`src/hdl/fbpa_pkg.sv`:
```
// Package for the fixed block pool allocator: sizes, codes and shared types.
// No dependencies.
package fbpa_pkg;

    localparam int MAX_PAGES     = 16;
    localparam int MAX_BLOCKS    = 64;
    localparam int POINTER_BYTES = 8;
    localparam int STACK_DEPTH   = 1024;

    localparam int ADDR_W  = 22;
    localparam int REQ_W   = 13;
    localparam int BLKC_W  = 7;
    localparam int SIZE_W  = REQ_W + 1;
    localparam int PAGE_W  = $clog2(MAX_PAGES + 1);
    localparam int BLK_W   = $clog2(MAX_BLOCKS + 1);
    localparam int IDX_W   = $clog2(MAX_PAGES * MAX_BLOCKS);
    localparam int SPTR_W  = $clog2(STACK_DEPTH);
    localparam int CNT_W   = $clog2(STACK_DEPTH + 1);
    localparam int STAT_W  = 2;
    localparam int PADDR_W = 3;
    localparam int PDATA_W = 32;
    localparam int PROD_W  = IDX_W + SIZE_W;

    localparam logic REQ_ALLOC = 1'b0;
    localparam logic REQ_FREE  = 1'b1;

    localparam logic [STAT_W-1:0] ST_OK           = 2'd0;
    localparam logic [STAT_W-1:0] ST_NULL_FREE    = 2'd1;
    localparam logic [STAT_W-1:0] ST_OUT_OF_PAGES = 2'd2;
    localparam logic [STAT_W-1:0] ST_STACK_FULL   = 2'd3;

    localparam logic REG_BLOCK_BYTES     = 1'b0;
    localparam logic REG_BLOCKS_PER_PAGE = 1'b1;

    localparam logic [REQ_W-1:0]  RST_BLOCK_BYTES = REQ_W'(8);
    localparam logic [BLKC_W-1:0] RST_BLOCKS      = BLKC_W'(64);

    typedef struct packed {
        logic [SIZE_W-1:0] size;
        logic [BLK_W-1:0]  blocks;
    } t_cfg;

    typedef struct packed {
        logic              we;
        logic [SPTR_W-1:0] waddr;
        logic [ADDR_W-1:0] wdata;
        logic              re;
        logic [SPTR_W-1:0] raddr;
    } t_mem_req;

endpackage

```
`src/hdl/fbpa_regs.sv`:
```
// APB register file: block size and blocks per page, with derived values.
// Depends on fbpa_pkg for widths, register indexes and t_cfg.
module fbpa_regs
    import fbpa_pkg::*;
(
    input  logic               i_clk,
    input  logic               i_rst_n,
    input  logic               psel,
    input  logic               penable,
    input  logic               pwrite,
    input  logic [PADDR_W-1:0] paddr,
    input  logic [PDATA_W-1:0] pwdata,
    output logic [PDATA_W-1:0] prdata,
    output logic               pready,
    output t_cfg               o_cfg
);

    logic [REQ_W-1:0]  r_block_bytes;
    logic [BLKC_W-1:0] r_blocks;
    logic              wr_en;
    logic [SIZE_W-1:0] req_ext;

    assign wr_en  = psel && penable && pwrite;
    assign pready = 1'b1;

    always_ff @(posedge i_clk) begin
        if (!i_rst_n) begin
            r_block_bytes <= RST_BLOCK_BYTES;
            r_blocks      <= RST_BLOCKS;
        end else if (wr_en) begin
            case (paddr[2])
                REG_BLOCK_BYTES:     r_block_bytes <= pwdata[REQ_W-1:0];
                REG_BLOCKS_PER_PAGE: r_blocks      <= pwdata[BLKC_W-1:0];
                default: ;
            endcase
        end
    end

    always_comb begin
        case (paddr[2])
            REG_BLOCK_BYTES:     prdata = PDATA_W'(r_block_bytes);
            REG_BLOCKS_PER_PAGE: prdata = PDATA_W'(r_blocks);
            default:             prdata = '0;
        endcase
    end

    // Round the size up to pointer alignment, never below one pointer.
    assign req_ext = SIZE_W'(r_block_bytes);
    always_comb begin
        if (req_ext < SIZE_W'(POINTER_BYTES)) begin
            o_cfg.size = SIZE_W'(POINTER_BYTES);
        end else begin
            o_cfg.size = (req_ext + SIZE_W'(POINTER_BYTES - 1))
                         & ~SIZE_W'(POINTER_BYTES - 1);
        end
    end

    // Clamp blocks per page to the legal range.
    always_comb begin
        if (r_blocks < BLKC_W'(2)) begin
            o_cfg.blocks = BLK_W'(2);
        end else if (32'(r_blocks) > 32'(MAX_BLOCKS)) begin
            o_cfg.blocks = BLK_W'(MAX_BLOCKS);
        end else begin
            o_cfg.blocks = BLK_W'(r_blocks);
        end
    end

endmodule

```
`config.mk`:
```
export PLATFORM = sky130hd
export DESIGN_NAME = fbpa_regs
export DESIGN_NICKNAME = d
export VERILOG_FILES = /design/src/hdl/fbpa_pkg.sv /design/src/hdl/fbpa_regs.sv
export SDC_FILE = /design/constraint.sdc
export NUM_CORES = 1
export LEC_CHECK = 0
export BUFFER_PORTS_ARGS = -buffer_cell sky130_fd_sc_hd__buf_2
export CORE_MARGIN = 3
export CORE_UTILIZATION = 39
export CTS_BUF_LIST = sky130_fd_sc_hd__clkbuf_4
export CTS_CLUSTER_DIAMETER = 150
export DETAILED_ROUTE_END_ITERATION = 8
export HOLD_SLACK_MARGIN = 0.12
export PLACE_DENSITY = 0.73
export SYNTH_ARGS = -nofsm -noshare
export SYNTH_HDL_FRONTEND = slang
export SYNTH_SLANG_ARGS = --single-unit
```
`constraint.sdc`:
```
create_clock -name i_clk -period 2.85 [get_ports i_clk]
set_input_delay 0.285 -clock i_clk [delete_from_list [all_inputs] [get_ports i_clk]]
set_output_delay 0.285 -clock i_clk [all_outputs]
set_load 0.005 [all_outputs]
```
==> summary.txt <==
Routing
  – Post-route DRC: 0
  – Router iterations before antenna repair: 4
  – Length of routed met3 wiring: about 210 um
  – Via density per instance: 4.55
  – Sum of routed wire segments on met1: ~1.4 mm
  – Post-route ant nets: 0
  – Avg WL per Cell: 11.4 um
  – Via count: 1175
  – Detail Route met2 WL: roughly 1.3 mm
  – Top layer in use: met4
  – Number of DRC markers after the initial detailed-route iteration: 18
  – Overall routed net length: about 3.0 mm

Floorplan
  – Chip width: 65.3 um
  – Die Y: roughly 65 um
  – Io pins: 94
  – Placement Rows: 20
  – Effective utilization at floorplan: ~43%
  – Die area: 4260 sq um
  – Area of the core: approximately 3200 sq um

Finish
  – Count of nets after finishing: roughly 260
  – Number of non-filler instances in the completed layout: between 200 and 300
  – Fill cell total of the finished layout: approximately 360
  – Layout overhead on the synthesized area: 12.4%
  – Antenna cell count: 0
  – Fraction of layout cells with a size suffix above 1: between 20 and 30%

Worst setup path
  – Endpoint class of the critical path: output port
  – FF-to-FF setup slack: 2060 ps
  – CP startpoint kind: flip-flop
  – Worst Setup SP: r_block_bytes[0]
  – Crit path capture: o_cfg[20]
  – CP Buf/Inv Count: 1
  – Worst path required time: roughly 2600 ps
  – Maximum single-stage delay on the critical path: about 440 ps
  – Crit path max-delay family: compound AO/OA/AOI/OAI gates
  – R2r worst-path depth: 2
  – Series of cell instances along the critical path: o31ai_4 -> nor3_2 -> and3_1 -> buf_2
  – R2R Path Start: r_block_bytes[4]
  – Cell with the largest stage delay on the worst path: o31ai_4
  – Logic depth of the worst setup path including buffers: 4
  – Top fanout value on the critical path: 7
  – Data arrival time at the worst-slack endpoint: between 1500 and 2000 ps
  – Reg2reg end: r_block_bytes[4]
  – Class of the most critical setup path: reg2out

STA
  – Number of setup violations in the final report: 0
  – Worst-case setup margin in the final layout: 1030 ps
  – Unrepaired setup endpoints after global routing: no
  – Highest attainable clock frequency: 549 MHz
  – Fraction of the cycle the final worst path needs: between 60% and 70%
  – Worst slew margin relative to its limit: 62.1%
  – Final hold violation count: 0
  – Total negative setup slack: 0 ps
  – Clock tree skew after final layout: 0 ps
  – Total count of max-transition violations in the final report: 0
  – Slew of the pin with the lowest slew margin: 565 ps
  – Minimum clock period after layout: ~1800 ps

Synthesis
  – Leading cell types by total area after synthesis: dfxtp_1 (29%), buf_4 (13%), nand2_1 (11%)
  – Area fraction of the dominant cell type after synthesis: 29.2%
  – Synthesized instance count: around 170
  – Distinct cell type count of the synthesized netlist: 31
  – Post-synthesis instance area: 1370 sq um
  – Sequential share of the synthesized area: between 20 and 30%
  – Top FF cell, synth: dfxtp_1
  – Fraction of registers with async set/reset: 0%
  – Most area-hungry cell type in the Yosys netlist: dfxtp_1
  – Synthesis Warnings: 0
  – Avg Cell Area, Syn: a little under 8 sq um
  – Number of register bits inferred by synthesis: 20
  – Count of flip-flops with a built-in enable after synthesis: 0

CTS
  – TritonCTS clock tree: built
  – Largest buffer count on any clock path: 2
  – CTS Root Cell: clkbuf_4
  – Post-CTS clock slew at the launch and capture registers of the worst setup and hold paths: 100 ps
  – CTS H-tree depth: 1
  – Setup Fix Bufs, Post-CTS: 0
  – TritonCTS Buffers: 3
  – Post-cts hold buffer count: 0
  – Post_cts resized: 0
  – TritonCTS Sinks: 20
  – Insertion delay of the later-clocked pin in the worst-skew pair: roughly 290 ps

Placed design
  – Detail Placement HPWL: around 2.3 mm
  – Worst setup timing slack at the placement stage: approximately 1300 ps
  – Final weighted congestion in routability-driven placement: ~0.77
  – Inst Count DP: roughly 260
  – Port Buffers: around 50

GRT
  – Number of global-route vias before repair: around 1k
  – Maximum number of pins on one net before global-route repair: 21
  – Global-route wire length before repair: roughly 4.8 mm
  – Total global routing overflow: 0
  – Overall Global Routing Usage: between 10% and 20%
  – Number of antenna violations at the first check in global routing: 0

Status
  – Outcome: finished, final reports clean

Power
  – Peak ir drop on the vdd network: roughly 0.22 mV
  – Power density over the cells: around 330 nW/um^2
  – Static leakage power: 0.000708 uW

Worst hold path
  – Path type of the worst min-delay path: in2reg

Job
  – Max capacitance violation total: 0
## worst min-delay path by stage
| stage | start | end | slack (ps) | depth (start not counted) |
|---|---|---|---|---|
| floorplan | pwdata[3] | r_block_bytes[3] | 410 | 2 |
| detailed placement | r_blocks[0] | r_blocks[0] | 490 | 2 |
| finish | pwdata[3] | r_block_bytes[3] | 210 | 3 |
| global route | pwdata[10] | r_block_bytes[10] | 200 | 3 |
| CTS | pwdata[9] | r_block_bytes[9] | 200 | 3 |
| global placement | r_blocks[0] | r_blocks[0] | 470 | 2 |
## layout by cell type, fill, tap and decap left out, types with 2 or more instances in the layout
master,count
a21boi_0,9
a21boi_1,9
a21oi_1,3
buf_2,49
clkbuf_4,3
conb_1,23
dfxtp_1,20
inv_1,2
mux2_2,7
nand2_1,42
nand3_1,5
nand4_1,2
nor2_1,6
nor2b_1,8
nor3_1,5
nor4_1,2
xnor2_1,5
xor2_1,4
## state kept, by name (all words and copies together) (netlist names)
| name | cells |
|---|---|
| r_blocks | 7 |
| r_block_bytes | 13 |
## Yosys cell counts (2+ instances only)
cell / count
clkbuf_1: 3
nor4_1: 2
conb_1: 2
xnor2_1: 5
mux2_2: 7
dfxtp_1: 20
nor2_1: 6
a21boi_1: 9
inv_1: 2
clkbuf_2: 2
nand4_1: 2
buf_4: 23
buf_6: 2
buf_2: 3
a21boi_0: 9
xor2_1: 4
nor2b_1: 8
a21oi_1: 3
nand2_1: 42
nand3_1: 5
nor3_1: 5
## routing by layer
metal / global-route usage (%) / up-vias
met2: 23.1 / 44
li1: - / 611
met4: 3.11 / 0
met5: 0 / -
met3: 3.08 / 2
met1: 19.5 / 518
## tightest hold or removal path, stage by stage
cell and delay [ps]:
buf_2 90, nand2_1 40, nand3_1 60
## power by group
group,switching [uW],internal (uW),total [uW]
clock network,81.1,49.2,130
logic,41.0,35.2,76.2
registers,9.87,286,296
## final cells by class
cell class / instances / area (sq um) / share of cell area, %
inverters: 2 / 7.51 / 0.487
repair buffers: 49 / 245 / 15.9
flip-flops and latches: 20 / 400 / 26.0
multi-input cells: 140 / 811 / 52.6
clock buffers: 3 / 22.5 / 1.46
well taps: 44 / 55.1 / 3.57
## metrics by stage
stage | utilization, % | instance area [sq um] | power [uW] | hold WS [ps]
final | 48.1 | 1540 | 502 | 212
after global routing | 48.1 | 1540 | 534 | 203
after floorplan | - | 1450 | 372 | 409
after global placement | 47.4 | 1520 | 378 | 475
after detailed placement | 47.4 | 1520 | 379 | 487
after CTS | 48.1 | 1540 | 511 | 201
## logic make-up (layout without fill, tap and decap cells)
| family | Yosys count | in the layout | synth area share (%) |
|---|---|---|---|
| xor+xnor | 9 | 9 | 5.75 |
| flops | 20 | 20 | 29.2 |
| buf+inv | 35 | 54 | 17.4 |
| simple gates | 78 | 78 | 28.1 |
| other cells | 2 | 23 | 0.548 |
| mux | 7 | 7 | 5.75 |
| compound gates | 23 | 23 | 13.2 |
Power figures use the tool's default switching activity.
