===== src/hdl/fbpa_pkg.sv =====
// Package for the fixed block pool allocator: sizes, codes and shared types.
// No dependencies.
package fbpa_pkg;

    localparam int MAX_PAGES     = 16;
    localparam int MAX_BLOCKS    = 64;
    localparam int POINTER_BYTES = 8;
    localparam int STACK_DEPTH   = 1024;

    localparam int ADDR_W  = 22;
    localparam int REQ_W   = 13;
    localparam int BLKC_W  = 7;
    localparam int SIZE_W  = REQ_W + 1;
    localparam int PAGE_W  = $clog2(MAX_PAGES + 1);
    localparam int BLK_W   = $clog2(MAX_BLOCKS + 1);
    localparam int IDX_W   = $clog2(MAX_PAGES * MAX_BLOCKS);
    localparam int SPTR_W  = $clog2(STACK_DEPTH);
    localparam int CNT_W   = $clog2(STACK_DEPTH + 1);
    localparam int STAT_W  = 2;
    localparam int PADDR_W = 3;
    localparam int PDATA_W = 32;
    localparam int PROD_W  = IDX_W + SIZE_W;

    localparam logic REQ_ALLOC = 1'b0;
    localparam logic REQ_FREE  = 1'b1;

    localparam logic [STAT_W-1:0] ST_OK           = 2'd0;
    localparam logic [STAT_W-1:0] ST_NULL_FREE    = 2'd1;
    localparam logic [STAT_W-1:0] ST_OUT_OF_PAGES = 2'd2;
    localparam logic [STAT_W-1:0] ST_STACK_FULL   = 2'd3;

    localparam logic REG_BLOCK_BYTES     = 1'b0;
    localparam logic REG_BLOCKS_PER_PAGE = 1'b1;

    localparam logic [REQ_W-1:0]  RST_BLOCK_BYTES = REQ_W'(8);
    localparam logic [BLKC_W-1:0] RST_BLOCKS      = BLKC_W'(64);

    typedef struct packed {
        logic [SIZE_W-1:0] size;
        logic [BLK_W-1:0]  blocks;
    } t_cfg;

    typedef struct packed {
        logic              we;
        logic [SPTR_W-1:0] waddr;
        logic [ADDR_W-1:0] wdata;
        logic              re;
        logic [SPTR_W-1:0] raddr;
    } t_mem_req;

endpackage


===== src/hdl/fbpa_ctrl.sv =====
// Request sequencer: stack pointer, page counter, page refill and result register.
// Depends on fbpa_pkg; drives the free stack RAM through t_mem_req.
module fbpa_ctrl
    import fbpa_pkg::*;
(
    input  logic              i_clk,
    input  logic              i_rst_n,
    input  t_cfg              i_cfg,
    input  logic              i_in_valid,
    output logic              o_in_ready,
    input  logic              i_req_type,
    input  logic [ADDR_W-1:0] i_free_address,
    output logic              o_out_valid,
    input  logic              i_out_ready,
    output logic [ADDR_W-1:0] o_block_address,
    output logic [STAT_W-1:0] o_status,
    output logic [PAGE_W-1:0] o_pages_in_use,
    output t_mem_req          o_mem,
    input  logic [ADDR_W-1:0] i_rd_data
);

    localparam logic [1:0] S_IDLE = 2'd0;
    localparam logic [1:0] S_READ = 2'd1;
    localparam logic [1:0] S_FILL = 2'd2;

    logic [1:0]        r_state, n_state;
    logic [CNT_W-1:0]  r_cnt, n_cnt;
    logic [PAGE_W-1:0] r_page, n_page;
    logic [IDX_W-1:0]  r_base, n_base;
    logic [BLK_W-1:0]  r_slot, n_slot;
    logic [BLK_W-1:0]  r_last, n_last;
    logic              r_out_valid, n_out_valid;
    logic [ADDR_W-1:0] r_addr, n_addr;
    logic [STAT_W-1:0] r_status, n_status;
    logic [PAGE_W-1:0] r_opages, n_opages;

    logic              accept;
    logic [CNT_W-1:0]  cnt_dec;
    logic [IDX_W-1:0]  page_base;
    logic [IDX_W-1:0]  fill_idx;
    logic [PROD_W-1:0] fill_prod;
    logic [ADDR_W-1:0] fill_addr;

    assign o_in_ready = (r_state == S_IDLE) && (!r_out_valid || i_out_ready);
    assign accept     = i_in_valid && o_in_ready;
    assign cnt_dec    = r_cnt - CNT_W'(1);

    // Block index of slot zero of the page about to open.
    assign page_base  = IDX_W'(r_page) * IDX_W'(i_cfg.blocks);
    assign fill_idx   = r_base + IDX_W'(r_slot);
    assign fill_prod  = PROD_W'(fill_idx) * PROD_W'(i_cfg.size);
    assign fill_addr  = fill_prod[ADDR_W-1:0];

    always_comb begin
        n_state     = r_state;
        n_cnt       = r_cnt;
        n_page      = r_page;
        n_base      = r_base;
        n_slot      = r_slot;
        n_last      = r_last;
        n_out_valid = r_out_valid && !i_out_ready;
        n_addr      = r_addr;
        n_status    = r_status;
        n_opages    = r_opages;
        o_mem       = '0;
        case (r_state)
            S_IDLE: begin
                if (accept) begin
                    n_addr   = '0;
                    n_opages = r_page;
                    if (i_req_type == REQ_ALLOC) begin
                        if (r_cnt != '0) begin
                            // Pop: data arrives from the RAM next cycle.
                            n_cnt       = cnt_dec;
                            o_mem.re    = 1'b1;
                            o_mem.raddr = cnt_dec[SPTR_W-1:0];
                            n_state     = S_READ;
                        end else if (32'(r_page) >= 32'(MAX_PAGES)) begin
                            n_status    = ST_OUT_OF_PAGES;
                            n_out_valid = 1'b1;
                        end else begin
                            n_base  = page_base;
                            n_slot  = BLK_W'(1);
                            n_last  = i_cfg.blocks - BLK_W'(1);
                            n_state = S_FILL;
                        end
                    end else begin
                        n_out_valid = 1'b1;
                        if (i_free_address == '0) begin
                            n_status = ST_NULL_FREE;
                        end else if (32'(r_cnt) >= 32'(STACK_DEPTH)) begin
                            n_status = ST_STACK_FULL;
                        end else begin
                            n_status    = ST_OK;
                            o_mem.we    = 1'b1;
                            o_mem.waddr = r_cnt[SPTR_W-1:0];
                            o_mem.wdata = i_free_address;
                            n_cnt       = r_cnt + CNT_W'(1);
                        end
                    end
                end
            end
            S_READ: begin
                n_addr      = i_rd_data;
                n_status    = ST_OK;
                n_out_valid = 1'b1;
                n_state     = S_IDLE;
            end
            S_FILL: begin
                if (r_slot == r_last) begin
                    // Top slot is handed out directly instead of push then pop.
                    n_addr      = fill_addr;
                    n_status    = ST_OK;
                    n_page      = r_page + PAGE_W'(1);
                    n_opages    = r_page + PAGE_W'(1);
                    n_out_valid = 1'b1;
                    n_state     = S_IDLE;
                end else begin
                    o_mem.we    = 1'b1;
                    o_mem.waddr = r_cnt[SPTR_W-1:0];
                    o_mem.wdata = fill_addr;
                    n_cnt       = r_cnt + CNT_W'(1);
                    n_slot      = r_slot + BLK_W'(1);
                end
            end
            default: begin
                n_state = S_IDLE;
            end
        endcase
    end

    always_ff @(posedge i_clk) begin
        if (!i_rst_n) begin
            r_state     <= S_IDLE;
            r_cnt       <= '0;
            r_page      <= '0;
            r_out_valid <= 1'b0;
        end else begin
            r_state     <= n_state;
            r_cnt       <= n_cnt;
            r_page      <= n_page;
            r_out_valid <= n_out_valid;
        end
    end

    always_ff @(posedge i_clk) begin
        r_base   <= n_base;
        r_slot   <= n_slot;
        r_last   <= n_last;
        r_addr   <= n_addr;
        r_status <= n_status;
        r_opages <= n_opages;
    end

    assign o_out_valid     = r_out_valid;
    assign o_block_address = r_addr;
    assign o_status        = r_status;
    assign o_pages_in_use  = r_opages;

endmodule


===== config.mk =====
export PLATFORM = sky130hd
export DESIGN_NAME = fbpa_ctrl
export DESIGN_NICKNAME = d
export VERILOG_FILES = /design/src/hdl/fbpa_pkg.sv /design/src/hdl/fbpa_ctrl.sv
export SDC_FILE = /design/constraint.sdc
export NUM_CORES = 1
export LEC_CHECK = 0
export ABC_AREA = 1
export BUFFER_PORTS_ARGS = -buffer_cell sky130_fd_sc_hd__buf_2
export CAP_MARGIN = 20
export CORE_MARGIN = 2
export CORE_UTILIZATION = 50
export CTS_CLUSTER_DIAMETER = 40
export DETAILED_ROUTE_END_ITERATION = 8
export HOLD_SLACK_MARGIN = 0.05
export PLACE_DENSITY = 0.71
export SLEW_MARGIN = 20
export SYNTH_ARGS = -nofsm -noshare
export SYNTH_HDL_FRONTEND = slang
export SYNTH_SLANG_ARGS = --single-unit
export TNS_END_PERCENT = 5

===== constraint.sdc =====
create_clock -name i_clk -period 7.85 [get_ports i_clk]
set_input_delay 0.3925 -clock i_clk [delete_from_list [all_inputs] [get_ports i_clk]]
set_output_delay 0.3925 -clock i_clk [all_outputs]
set_load 0.05 [all_outputs]

==> run summary <==
Core Box Area: 0.0195 mm^2
initial antenna violation count: 1
Cells after Synth: 1,291
root buf cell: clkbuf_16
Yosys top cell by area: fa_1
Die Span Y: 145 um
Max H-tree Level: 3
dpl cells: 1,669
1st-iter DRT viols: 663
Fill cells: 1,852
P&R area growth vs syn: 12.4%
TNS Setup: 0 ns
GR Overflow Total: 0
dpl hpwl: 21,500 um
layout cells sized above 1: 14.7%
post-route ant nets: 0
part of the Yosys area used for sequential elements: 19.8%
Critical path buffers and inverters: 7
Finished Layout Cells: 1,686
vias: 8,868
Hold WC Path Type: primary input to flip-flop
mapped cell area: 0.00993 mm^2
Max-Cap Viols: 0
I/O pin cnt: 145
clk slew on worst S/H paths: 0.06 ns
final slew viol count: 0
DRC: 0
count leader, synth: inv_1
hold_buf cts: 0
Finish-stage setup viols: 0
Synth Net Count: 1,552
YS warnings: 0
top_reg_cell synth: edfxtp_1
Worst Path Max Fanout: 10
number of synthesized flops with an enable pin: 53
multi-input logic area: 0.00674 mm^2
Post-CTS Resized: 0
largest cells by area after synthesis: fa_1 (22%), edfxtp_1 (16%), ha_1 (10%)
Crit-path slowest cell: fa_1
drt total wl: 26,200 um
cell family with most CP delay: adder cells
fin nets: 1,676
critical path capture point type: output pin
Synth top area share: 21.8%
CTS max path bufs: 2
largest net degree at the start of global routing: 25
GRT Util Overall: 25.7%
final hold vios: 0
initial core utilization: 51.0%
worst skew pair latency: 0.35 ns
first-pass GRT wire length: 43,300 um
crit path launch type: flip-flop
number of buffers added on ports: 144
gpl congestion: 0.917
Required @ worst endpoint: 7.46 ns
CP Class: flip-flop to output pin
period utilisation layout: 94.6%
Peak Freq: 0.135 GHz
crit path DAT: 7.04 ns
Storage cell area: 0.00197 mm^2
slowest stage delay, CP: 0.52 ns
Avg Synthesized Cell Area: 7.70 um^2
number of synthesized register bits: 72
floorplan die area: 0.0210 mm^2
minimum clock period: 7.43 ns
Die Wd: 145 um
Post-CTS Setup Bufs: 0
Unique masters post-synth: 51
TritonCTS buffer count: 9
outcome: finished, final reports clean
WL/cell: 15.5 um
vias in the first global route: 8,852
Rel. slew slack: 38.5%
Vias per Instance: 5.26
row cnt: 51
first-pass detailed-route iteration total: 5
CTS tree: done
Least-Margin Pin Slew: 0.922 ns
Async SR Flop Fraction: 0%
RSZ-0062 raised after global routing: no
clk_skew: 0.00981 ns
Post-synth top cells: inv_1 (272), nand2_1 (267), nor2_1 (134), fa_1 (108), ha_1 (83)
clk sink count: 72
worst paths after layout:
path                            depth (start not counted)  slack [ns]  startpoint                   to
worst min-delay path                                    3        0.36  i_in_valid          o_out_valid
worst min register to register                          2        0.55    r_cnt[1]             r_cnt[1]
worst max register to register                         24        1.22   r_slot[2]  o_block_address[19]
worst max-delay path                                   25        0.42   r_slot[2]            o_mem[30]
worst min-delay path: cells and delay by family:
kind                   cells  cell delay, ns
AOI/OAI and AO/OA          1            0.07
and+or+nand+nor            1            0.08
buffers and inverters      1            0.12
sequential cells by signal (all words and copies together), names as in the netlist:
signal           flops
r_state              2
r_page               5
r_cnt               11
r_base              10
r_slot               7
o_pages_in_use       5
r_last               7
o_status             2
o_block_address     22
o_out_valid          1
metrics by stage:
step / instance area (um^2) / hold slack (ns) / setup slack, ns / util (%)
after global routing: 11200 / 0.359 / 0.0159 / 57.4
after CTS: 11200 / 0.350 / 0.338 / 57.4
final: 11200 / 0.356 / 0.420 / 57.4
after global placement: 10900 / 0.536 / 0.890 / 55.8
after detailed placement: 10900 / 0.540 / 0.721 / 55.8
after floorplan: 9930 / 0.505 / 1.23 / -
per-layer routing:
layer / up-vias / global-route usage [%] / wire (um)
met2: 302 / 44.3 / 12700
li1: 4254 / - / -
met1: 4247 / 32.6 / 11000
met5: - / 0 / 0
met4: 0 / 10.2 / 944
met3: 65 / 3.93 / 1550
cells in the final DEF (no fill, tap or decap), drive strengths merged, types with 18 or more instances in the layout:
| cell | instances |
|---|---|
| xor2 | 34 |
| edfxtp | 53 |
| ha | 83 |
| buf | 148 |
| nand2 | 274 |
| nand3 | 46 |
| nor3 | 21 |
| fa | 108 |
| inv | 287 |
| dfxtp | 19 |
| a21oi | 70 |
| nor2 | 139 |
| xnor2 | 18 |
| o21ai | 37 |
layout make-up:
type	count	area share [%]
Timing Repair Buffer	148	6.72
Antenna cell	1	0.0224
Clock inverter	6	0.415
Inverter	286	9.64
Multi-Input combinational cell	898	60.3
Sequential cell	72	17.7
Clock buffer	10	2.24
Tap cell	265	2.97
logic make-up (layout without fill, tap and decap cells):
kind of cell	after synthesis	after routing	share of synthesized area (%)
flops	72	72	19.8
buf+inv	321	450	12.4
compound gates	147	147	8.97
simple gates	508	508	22.0
xor+xnor	52	52	4.58
fa+ha+maj	191	191	32.2
other cells	0	1	0
Power is left out: the tool's default activity adds up to more than one toggle a clock period on the data nets, which glitch-free logic cannot reach.
